<file path="src/rtl/infix_to_postfix_converter_defines.svh">
// Assertion macros used by the converter RTL.
`ifndef INFIX_TO_POSTFIX_CONVERTER_DEFINES_SVH
`define INFIX_TO_POSTFIX_CONVERTER_DEFINES_SVH

`ifndef SYNTHESIS
// Clocked check, disabled during reset.
`define I2P_ASSERT(label, clk, rst, prop, msg) \
  label: assert property (@(posedge clk) disable iff (rst) prop) else $error(msg);
// Clocked check that also holds during reset.
`define I2P_ASSERT_ALWAYS(label, clk, prop, msg) \
  label: assert property (@(posedge clk) prop) else $error(msg);
`else
`define I2P_ASSERT(label, clk, rst, prop, msg)
`define I2P_ASSERT_ALWAYS(label, clk, prop, msg)
`endif

`endif

</file>
<file path="src/rtl/i2p_pkg.sv">
// Character codes, status codes and character classes for the converter.
`timescale 1ns / 1ps
`default_nettype none

package i2p_pkg;

  localparam logic [7:0] CH_STAR   = 8'h2A;
  localparam logic [7:0] CH_SLASH  = 8'h2F;
  localparam logic [7:0] CH_PLUS   = 8'h2B;
  localparam logic [7:0] CH_MINUS  = 8'h2D;
  localparam logic [7:0] CH_LPAREN = 8'h28;
  localparam logic [7:0] CH_LBRACE = 8'h7B;
  localparam logic [7:0] CH_RPAREN = 8'h29;
  localparam logic [7:0] CH_RBRACE = 8'h7D;
  localparam logic [7:0] CH_A      = 8'h61;
  localparam logic [7:0] CH_Z      = 8'h7A;

  localparam logic [2:0] RANK_NONE = 3'd0;
  localparam logic [2:0] RANK_ADD  = 3'd4;
  localparam logic [2:0] RANK_MUL  = 3'd5;

  typedef logic [1:0] status_t;
  localparam status_t ST_OK        = 2'd0;
  localparam status_t ST_OVERFLOW  = 2'd1;
  localparam status_t ST_UNMATCHED = 2'd2;

  // byte address of the stack limit register
  localparam logic [1:0] ADDR_STACK_LIMIT = 2'd0;

  function automatic logic is_letter(input logic [7:0] c);
    return (c >= CH_A) && (c <= CH_Z);
  endfunction

  function automatic logic is_opener(input logic [7:0] c);
    return (c == CH_LPAREN) || (c == CH_LBRACE);
  endfunction

  function automatic logic is_closer(input logic [7:0] c);
    return (c == CH_RPAREN) || (c == CH_RBRACE);
  endfunction

  function automatic logic [2:0] rank_of(input logic [7:0] c);
    logic [2:0] r;
    r = RANK_NONE;
    if ((c == CH_STAR) || (c == CH_SLASH)) r = RANK_MUL;
    else if ((c == CH_PLUS) || (c == CH_MINUS)) r = RANK_ADD;
    return r;
  endfunction

endpackage

`default_nettype wire

</file>
<file path="src/rtl/infix_to_postfix_converter.sv">
// Shunting-yard infix to postfix converter with a memory-held operator stack.
//
//  channel | direction | handshake           | payload
//  --------+-----------+---------------------+----------------------------------------
//  in      | request   | in_valid/in_stall   | symbol, end_of_expr
//  out     | result    | out_valid/out_stall | symbol_out, has_symbol, last, status
//  cfg     | APB write | psel/penable/pready | stack_limit at byte address 0
//
// Letters, openers and ignored characters need only the dispatch state. An operator or closer
// adds an evaluation state per stack entry examined, read from the registered stack memory.
// An end-marked item adds the flush state, an evaluation per leftover entry and the end state.
// A stalled output holds the sequencer in place until the register drains.
// Reset clears the stack count, status and output valid; the stack memory needs no clearing.
`timescale 1ns / 1ps
`default_nettype none
`include "infix_to_postfix_converter_defines.svh"

module infix_to_postfix_converter #(
  parameter int STACK_DEPTH = 32
) (
  input  wire logic                 clk,
  input  wire logic                 rst,
  input  wire logic                 in_valid,
  output logic                      in_stall,
  input  wire logic [7:0]           symbol,
  input  wire logic                 end_of_expr,
  output logic                      out_valid,
  input  wire logic                 out_stall,
  output logic [7:0]                symbol_out,
  output logic                      has_symbol,
  output logic                      last,
  output i2p_pkg::status_t          status,
  input  wire logic                 psel,
  input  wire logic                 penable,
  input  wire logic                 pwrite,
  input  wire logic [1:0]           paddr,
  input  wire logic [31:0]          pwdata,
  output logic [31:0]               prdata,
  output logic                      pready
);
  import i2p_pkg::*;

  localparam int CW = $clog2(STACK_DEPTH + 1);
  localparam int AW = $clog2(STACK_DEPTH);
  localparam int LW = (CW > 6) ? CW : 6;

  localparam logic [2:0] S_IDLE  = 3'd0;
  localparam logic [2:0] S_DISP  = 3'd1;
  localparam logic [2:0] S_EVAL  = 3'd2;
  localparam logic [2:0] S_FLUSH = 3'd3;
  localparam logic [2:0] S_END   = 3'd4;

  localparam logic [1:0] M_OPER  = 2'd0;
  localparam logic [1:0] M_CLOSE = 2'd1;
  localparam logic [1:0] M_FLUSH = 2'd2;

  logic [7:0]    op_stack [STACK_DEPTH];
  logic [7:0]    rdata;

  logic [2:0]    state, state_next;
  logic [1:0]    mode, mode_next;
  logic [CW-1:0] count, count_next;
  status_t       err, err_next;
  logic [5:0]    stack_limit;
  logic [7:0]    cur_sym;
  logic          cur_end;
  logic [7:0]    pend, pend_next;
  logic          pend_v, pend_v_next;

  logic          rd_en, we;
  logic [AW-1:0] rd_addr, wa;
  logic          push_req, emit_req, out_load;
  logic [CW-1:0] push_pos;
  logic [7:0]    emit_sym;
  status_t       err_new;
  logic [7:0]    out_sym_d;
  logic          out_has_d, out_last_d;
  status_t       out_stat_d;

  logic          can_emit;
  logic [CW-1:0] cnt_m1, cnt_m2, eff_lim;
  logic [LW-1:0] lim_w;
  logic [2:0]    fin_state;
  logic          top_open;

  // configuration port
  assign pready = 1'b1;
  assign prdata = (paddr == ADDR_STACK_LIMIT) ? {26'd0, stack_limit} : 32'd0;

  always_ff @(posedge clk) begin
    if (rst) begin
      stack_limit <= 6'd32;
    end else if (psel && penable && pwrite && pready) begin
      stack_limit <= pwdata[5:0];
    end
  end

  always_comb begin
    lim_w = LW'(stack_limit);
    if (stack_limit == 6'd0) eff_lim = CW'(1);
    else if (lim_w > LW'(STACK_DEPTH)) eff_lim = CW'(STACK_DEPTH);
    else eff_lim = CW'(lim_w);
  end

  assign cnt_m1    = count - CW'(1);
  assign cnt_m2    = count - CW'(2);
  assign can_emit  = !out_valid || !out_stall;
  assign in_stall  = (state != S_IDLE);
  assign fin_state = cur_end ? S_FLUSH : S_IDLE;
  assign top_open  = is_opener(rdata);

  // stack memory: one write port, one registered read port
  always_ff @(posedge clk) begin
    if (we) op_stack[wa] <= cur_sym;
    if (rd_en) rdata <= op_stack[rd_addr];
  end

  always_comb begin
    state_next  = state;
    mode_next   = mode;
    count_next  = count;
    err_next    = err;
    pend_next   = pend;
    pend_v_next = pend_v;
    rd_en       = 1'b0;
    rd_addr     = cnt_m1[AW-1:0];
    we          = 1'b0;
    wa          = '0;
    push_req    = 1'b0;
    push_pos    = count;
    emit_req    = 1'b0;
    emit_sym    = cur_sym;
    err_new     = ST_OK;
    out_load    = 1'b0;
    out_sym_d   = 8'd0;
    out_has_d   = 1'b1;
    out_last_d  = 1'b0;
    out_stat_d  = ST_OK;

    unique case (state)
      S_IDLE: begin
        if (in_valid) state_next = S_DISP;
      end
      S_DISP: begin
        if (is_letter(cur_sym)) begin
          emit_req = 1'b1;
          if (can_emit) state_next = fin_state;
        end else if (is_opener(cur_sym)) begin
          push_req   = 1'b1;
          state_next = fin_state;
        end else if (rank_of(cur_sym) != RANK_NONE) begin
          if (count == '0) begin
            push_req   = 1'b1;
            state_next = fin_state;
          end else begin
            rd_en      = 1'b1;
            mode_next  = M_OPER;
            state_next = S_EVAL;
          end
        end else if (is_closer(cur_sym)) begin
          if (count == '0) begin
            err_new    = ST_UNMATCHED;
            state_next = fin_state;
          end else begin
            rd_en      = 1'b1;
            mode_next  = M_CLOSE;
            state_next = S_EVAL;
          end
        end else begin
          state_next = fin_state;
        end
      end
      S_EVAL: begin
        emit_sym = rdata;
        case (mode)
          M_OPER: begin
            if (top_open || (rank_of(rdata) < rank_of(cur_sym))) begin
              push_req   = 1'b1;
              state_next = fin_state;
            end else begin
              emit_req = 1'b1;
              if (can_emit) begin
                count_next = cnt_m1;
                if (count == CW'(1)) begin
                  push_req   = 1'b1;
                  push_pos   = '0;
                  state_next = fin_state;
                end else begin
                  rd_en   = 1'b1;
                  rd_addr = cnt_m2[AW-1:0];
                end
              end
            end
          end
          M_CLOSE: begin
            if (top_open) begin
              count_next = cnt_m1;
              state_next = fin_state;
            end else begin
              emit_req = 1'b1;
              if (can_emit) begin
                count_next = cnt_m1;
                if (count == CW'(1)) begin
                  err_new    = ST_UNMATCHED;
                  state_next = fin_state;
                end else begin
                  rd_en   = 1'b1;
                  rd_addr = cnt_m2[AW-1:0];
                end
              end
            end
          end
          M_FLUSH: begin
            // leftover openers are dropped without output
            emit_req = !top_open;
            if (top_open || can_emit) begin
              count_next = cnt_m1;
              if (count == CW'(1)) begin
                state_next = S_END;
              end else begin
                rd_en   = 1'b1;
                rd_addr = cnt_m2[AW-1:0];
              end
            end
          end
          default: state_next = S_IDLE;
        endcase
      end
      S_FLUSH: begin
        if (count != '0) begin
          rd_en      = 1'b1;
          mode_next  = M_FLUSH;
          state_next = S_EVAL;
        end else begin
          state_next = S_END;
        end
      end
      S_END: begin
        if (can_emit) begin
          out_load    = 1'b1;
          out_sym_d   = pend_v ? pend : 8'd0;
          out_has_d   = pend_v;
          out_last_d  = 1'b1;
          out_stat_d  = err;
          pend_v_next = 1'b0;
          count_next  = '0;
          err_next    = ST_OK;
          state_next  = S_IDLE;
        end
      end
      default: state_next = S_IDLE;
    endcase

    if (push_req) begin
      if (push_pos >= eff_lim) begin
        err_new    = ST_OVERFLOW;
        count_next = push_pos;
      end else begin
        we         = 1'b1;
        wa         = push_pos[AW-1:0];
        count_next = push_pos + CW'(1);
      end
    end

    // in an end-marked item one character is held back so last can ride on it
    if (emit_req && can_emit) begin
      if (cur_end) begin
        pend_next   = emit_sym;
        pend_v_next = 1'b1;
        out_load    = pend_v;
        out_sym_d   = pend;
      end else begin
        out_load  = 1'b1;
        out_sym_d = emit_sym;
      end
    end

    if ((err_new != ST_OK) && (err == ST_OK)) err_next = err_new;
  end

  always_ff @(posedge clk) begin
    if (rst) begin
      state  <= S_IDLE;
      mode   <= M_OPER;
      count  <= '0;
      err    <= ST_OK;
      pend_v <= 1'b0;
    end else begin
      state  <= state_next;
      mode   <= mode_next;
      count  <= count_next;
      err    <= err_next;
      pend_v <= pend_v_next;
    end
  end

  always_ff @(posedge clk) begin
    pend <= pend_next;
    if (state == S_IDLE && in_valid) begin
      cur_sym <= symbol;
      cur_end <= end_of_expr;
    end
  end

  // output register
  always_ff @(posedge clk) begin
    if (rst) begin
      out_valid <= 1'b0;
    end else if (out_load) begin
      out_valid <= 1'b1;
    end else if (!out_stall) begin
      out_valid <= 1'b0;
    end
  end

  always_ff @(posedge clk) begin
    if (out_load) begin
      symbol_out <= out_sym_d;
      has_symbol <= out_has_d;
      last       <= out_last_d;
      status     <= out_stat_d;
    end
  end

  `I2P_ASSERT_ALWAYS(a_pready_high, clk, pready, "pready dropped")
  `I2P_ASSERT(a_count_in_range, clk, rst, count <= CW'(STACK_DEPTH), "stack count over depth")
  `I2P_ASSERT(a_no_rw_overlap, clk, rst,
              !(rd_en && we && (rd_addr == wa)), "stack read/write collide")
  `I2P_ASSERT(a_end_clears, clk, rst,
              (state == S_END && can_emit) |=> (count == '0 && err == ST_OK && !pend_v),
              "end did not clear stack state")
  `I2P_ASSERT(a_status_on_last, clk, rst,
              (out_valid && !last) |-> (status == ST_OK && has_symbol),
              "status or bare marker off last")

endmodule

`default_nettype wire
</file>
<file path="config.mk">
export PLATFORM = sky130hd
export DESIGN_NAME = infix_to_postfix_converter
export DESIGN_NICKNAME = d
export VERILOG_FILES = /design/src/rtl/i2p_pkg.sv /design/src/rtl/infix_to_postfix_converter.sv
export VERILOG_INCLUDE_DIRS = /design/src /design/src/rtl
export SDC_FILE = /design/constraint.sdc
export NUM_CORES = 1
export LEC_CHECK = 0
export BUFFER_PORTS_ARGS = -buffer_cell sky130_fd_sc_hd__buf_4
export CAP_MARGIN = 40
export CORE_MARGIN = 2
export CORE_UTILIZATION = 59
export CTS_BUF_LIST = sky130_fd_sc_hd__clkbuf_4
export DETAILED_ROUTE_END_ITERATION = 12
export PLACE_DENSITY_LB_ADDON = 0.12
export SLEW_MARGIN = 30
export SYNTH_ARGS = -nofsm -noshare
export SYNTH_HDL_FRONTEND = slang
export SYNTH_SLANG_ARGS = --single-unit
</file>
<file path="constraint.sdc">
create_clock -name clk -period 12.2 [get_ports clk]
set_input_delay 1.83 -clock clk [delete_from_list [all_inputs] [get_ports clk]]
set_output_delay 1.83 -clock clk [all_outputs]
set_load 0.1 [all_outputs]
</file>
**Word-level counts from Yosys, hierarchy flattened**

Memory sizes are Yosys's and may differ from the RTL's. A register that Yosys moved wholly into a read port is not among the register bits.
Cells that the tools add are included.

- Bits in registers: 50
- Memories: 1
- Input bits: 50
- Bits in writable memories: 256
- Output and inout bits: 47
- Logic and storage cells: 223

- Mux-type cells: 125
- Eq/ne operators: 36
- $add $sub $neg: 3
- Magnitude comparators: 5
- Reduce and logical (&&, ||, !) cells: 39

Memories:

| name | words | bits a word | rd ports | clocked after Yosys merged registers in | write ports | RTL line | RTL |
|---|---|---|---|---|---|---|---|
| op_stack | 32 | 8 | 1 | 1 | 1 | infix_to_postfix_converter.sv:57 | `logic [7:0] op_stack [STACK_DEPTH];` |

Operator list:

| kind | count |
|---|---|
| $mux W6 | 15 |
| $eq A8 B6 Y1 const B | 11 |
| $mux W3 | 25 |
| $mux W8 | 6 |
| $mux W2 | 23 |
| $mux W5 | 8 |
| $mux W1 | 36 |
| $eq A8 B7 Y1 const B | 3 |
| $pmux W6 S3 | 1 |
| $ne A3 B3 Y1 const B | 5 |
| $pmux W3 S5 | 1 |
| $pmux W5 S3 | 1 |
| $logic_not A6 Y1 | 2 |
| $ne A2 B2 Y1 const B | 6 |
| $pmux W6 S2 | 1 |
| $logic_or A1 B1 Y1 | 10 |
| $reduce_and A5 Y1 | 2 |
| $pmux W1 S3 | 3 |
| $pmux W3 S3 | 1 |
| $reduce_bool A3 Y1 | 3 |
| $ge A8 B7 Y1 const B | 1 |
| $le A8 B7 Y1 const B | 1 |
| $ne A4 B4 Y1 const B | 2 |
| $pmux W2 S2 | 2 |
| 23 further kinds | 39 |

**Depth between registers and ports, before layout**

- Depth after elaboration: 18
- Mapped depth: 22
- Gate-level depth less buffers: 21

**Least setup slack after synthesis**

No wires, ideal clock.

- Path type: register to register
- Start point: register cur_sym[2]
- End point: memory op_stack[24][0] (enable)
- Required time: 11.817 ns
- Path buffers: 2
- Arrival time: 5.363 ns
- Cell stages (with the launch flop): 22
- Setup slack: 6.453 ns
- Path through: edfxtp_1 clkbuf_1 mux2i_1 or4_1 ha_1 nor2b_1 nand4b_1 o211ai_4 nor2_1 o21ai_0 inv_1 ha_1 nand2b_1 a21o_1 a21oi_1 nor2b_1 o21ai_0 o2bb2ai_1 nand2_1 or3_1 clkbuf_1 nor3_1

- Longest elaborated chain between the ends: 16

Ends and longest elaborated chain:

| element | RTL line | RTL |
|---|---|---|
| start, declared | infix_to_postfix_converter.sv:65 | `logic [7:0] cur_sym;` |
| start signal, assigned | infix_to_postfix_converter.sv:300 | `cur_sym <= symbol;` |
| $eq A8 B6 Y1 | i2p_pkg.sv:46 | `else if ((c == CH_PLUS) \|\| (c == CH_MINUS)) r = RANK_ADD;` |
| $logic_or A1 B1 Y1 | i2p_pkg.sv:46 |  |
| $mux W3 | i2p_pkg.sv:46 |  |
| $mux W3 | i2p_pkg.sv:45 | `if ((c == CH_STAR) \|\| (c == CH_SLASH)) r = RANK_MUL;` |
| $mux W3 | infix_to_postfix_converter.sv:175 | `case (mode)` |
| $mux W3 | infix_to_postfix_converter.sv:140 | `unique case (state)` |
| $lt A3 B3 Y1 | infix_to_postfix_converter.sv:177 | `if (top_open \|\| (rank_of(rdata) < rank_of(cur_sym))) begin` |
| $logic_or A1 B1 Y1 | infix_to_postfix_converter.sv:177 |  |
| $mux W6 | infix_to_postfix_converter.sv:177 |  |
| $mux W6 | infix_to_postfix_converter.sv:175 |  |
| $mux W6 | infix_to_postfix_converter.sv:140 |  |
| $ge A6 B6 Y1 | infix_to_postfix_converter.sv:255 | `if (push_pos >= eff_lim) begin` |
| $mux W1 | infix_to_postfix_converter.sv:255 |  |
| $mux W1 | infix_to_postfix_converter.sv:254 | `if (push_req) begin` |
| $mux W1 | infix_to_postfix_converter.sv:114 | `if (we) op_stack[wa] <= cur_sym;` |
| $mux W1 (implied by the code) | infix_to_postfix_converter.sv:114 |  |
| end, declared | infix_to_postfix_converter.sv:57 |  |

Parallel ways exist; a longest one is shown, timed or not. The select of a mux whose other input is x is not followed.

**Final worst setup path**

- Start point: register cur_sym[3]
- End point: memory op_stack[20][7] (enable)

The elaborated chain is that of the path after synthesis.

==> impl_metrics.toml <==
[worst_setup_path]
r2r-end = "op_stack[20][7]"
rrSetupSlack_ns = 5.61
crit_chain = "buf_4 > nand3b_1 > or4_1 > ha_1 > nor2b_1 > nand4b_1 > o211ai_4 > nor2_1 > o21ai_0 > inv_1 > ha_1 > nand2b_1 > a21o_1 > a21oi_1 > nor2b_1 > o21ai_0 > o2bb2ai_1 > nand2_1 > or3_1 > nor2_1"
critPathBufInv = 2
slowest_stage = "nor2_1"
max_stage_delay_ns = 0.69
worstPathRequired_ns = 12.48
reg2reg_depth = 20
crit_arrival_ns = 6.87
crit_path_end_kind = "flip-flop"
worstSetupPathType = "flip-flop to flip-flop"
worstPathMaxFanout = 37
cp_top_family = "simple AND/OR/NAND/NOR gates"
startpoint_type = "flip-flop"
worstReg2RegStart = "cur_sym[3]"

[die]
io_pins = 97
die_area_sq_um = 25700
rows = 57
die_x_um = 160
core-area_sq_um = 24100
die_h_um = 160
start_util = 0.597

[sta]
fin_tns_setup_ns = 0
setup_viol_count_final = 0
slew_headroom = 0.432
period_share = 0.540
fmax_ghz = 0.152
rsz0062_at_grt = "false"
fin_skew_ns = 0.0508
worst_pin_slew_ns = 0.852
hold_viol = 0
timing.hold.ws_ns = 0.491
drv_slew = 0
finalCriticalPeriod_ns = 6.59

[detailed_routing]
first_iter_violations = 991
dr.pass1.iters = 5
drc = 0
routed_wl_mm = 32.6
wl_per_cell_um = 20.1
ant_nets = 0
num_vias = 9844
drt-vias-per-instance = 6.08

[synthesis]
synth_area_sq_um = 14400
seq_area_frac_synth = 0.640
ys_seq_elements = 314
syn_area_per_cell_sq_um = 12.3
synth_ff_type = "edfxtp_1"
async_reset_ff_frac = 0
ys_types = 78
syn_inst = 1166
yosysWarnings = 0
synth-edff-count = 293

[power_and_ir_drop]
power_leakage_uw = 0.00580
p_sw_uw = 642
irDropWorstVdd_uv = 111
clockPowerShare = 0.360
internal-power_uw = 1770
swShare = 0.266
pwr-share-seq = 0.498
p_comb_frac = 0.143
pwr_density_cell_nw_per_um2 = 152
total_power_uw = 2410

[clocking]
cts_hold_buf = 0
cts_sinks = 314
cts_inserted_buffers = 79
cts.repair.resized = 0
cts-root-buf = "clkbuf_4"
post-cts-setup-buffers = 0
clkLatencyLatePin_ns = 0.70
clockBufferDepth = 3
cts_tree = "built"
clk_pin_slew_worst_paths_ns = 0.07
cts_max_level = 3

[cells_and_area]
fin_util = 0.660
mostFrequentLayoutCells = "293 x edfxtp_1, 201 x nand2_1, 113 x clkbuf_4"
layout.nets = 1314
final_common_cell = "edfxtp_1"
syn2layout_area_growth_pct = 10.5
layout-drive-gt1-share = 0.173
num-fill-cells = 1853

[run]
max_cap_viol_count = 0

[status]
status = "complete, no violations"

[placement]
place_congestion = 0.944
portBuffers = 43
hpwl_mm = 20.2

[grt]
grt_use_total = 0.256
antenna_found_initial = 1
grt-ovfl-total = 0
grt_pass1_vias = 9529
grt_max_degree = 78
grt_pass1_wl_mm = 50.7

[worst_hold_path]
hold_depth = 1
hold_end = "lim_w[5]"
min_from = "lim_w[5]"
hp-class = "flip-flop to flip-flop"
worst max path at each step:
stage | to | slack, ns | startpoint | cells past startpoint
detailed placement | op_stack[0][0] | 5.54 | out_stall | 16
finish | op_stack[20][7] | 5.61 | cur_sym[3] | 20
floorplan | op_stack[24][0] | 6.45 | cur_sym[2] | 21
global route | op_stack[0][3] | 5.13 | cur_sym[3] | 20
CTS | op_stack[20][7] | 5.64 | cur_sym[3] | 20
global placement | op_stack[24][3] | 5.35 | out_stall | 16
cell usage after synthesis, types with 13 or more instances:
master      n  share of area
buf_2      20         0.0070
dfxtp_1    21          0.029
nor2_1     75          0.020
buf_4      34          0.018
nand3_1    62          0.022
o21ai_0    17         0.0059
ha_1       18          0.016
a21oi_1    42          0.015
edfxtp_1  293           0.61
nand4_1    25          0.011
clkbuf_1   34         0.0089
nor3_1     14         0.0049
and3_1     13         0.0056
inv_1      17         0.0044
a32oi_1    38          0.023
nand2_1   201          0.052
mux2i_1    59          0.041
sequential cells by signal (all words and copies together) (netlist names):
register / flops
state: 3
count: 6
pend: 8
last: 1
lim_w: 6
cur_end: 1
pend_v: 1
out_valid: 1
err: 2
mode: 2
status: 2
rdata: 8
op_stack: 256
cur_sym: 8
has_symbol: 1
symbol_out: 8
per-layer routing:
layer,vias to the layer above,track usage,part of all wire
met2,434,0.406,0.47
met5,-,0,0
met1,4793,0.356,0.43
met4,0,0.0921,0.019
met3,53,0.0514,0.083
li1,4564,-,-
power groups by stage:
stage	Sequential, uW	Combinational [uW]	Clock [uW]
2_1_floorplan	1240	243	0
3_3_place_gp	1220	332	0
3_5_place_dp	1220	337	0
4_1_cts	1200	338	887
5_1_grt	1200	368	945
6_report	1200	344	868
cell families after synthesis:
| kind of cell | after synthesis | share of synthesized area |
|---|---|---|
| compound gates | 190 | 0.100 |
| xor+xnor | 11 | 0.00669 |
| fa+ha+maj | 18 | 0.0156 |
| buf+inv | 116 | 0.0450 |
| flops | 314 | 0.640 |
| mux | 66 | 0.0465 |
| other cells | 2 | 0.000522 |
| simple gates | 449 | 0.145 |
area by class of cell:
type	count	area (sq um)	area share
diodes	1	2.50	0.000157
clock buffers	111	833	0.0524
clock inverters	18	153	0.00960
inverters	18	67.6	0.00425
multi-input cells	761	4670	0.293
flip-flops and latches	314	9220	0.580
well taps	324	405	0.0255
repair buffers	72	561	0.0352
stage by stage:
step	cell area (sq um)	instances	setup slack, ns
final	15900	1619	5.61
after CTS	15800	1613	5.64
after global placement	14800	1483	5.35
after floorplan	14500	1191	6.45
after global routing	15900	1619	5.13
after detailed placement	14900	1484	5.54
(Power assumes the default switching activity.)
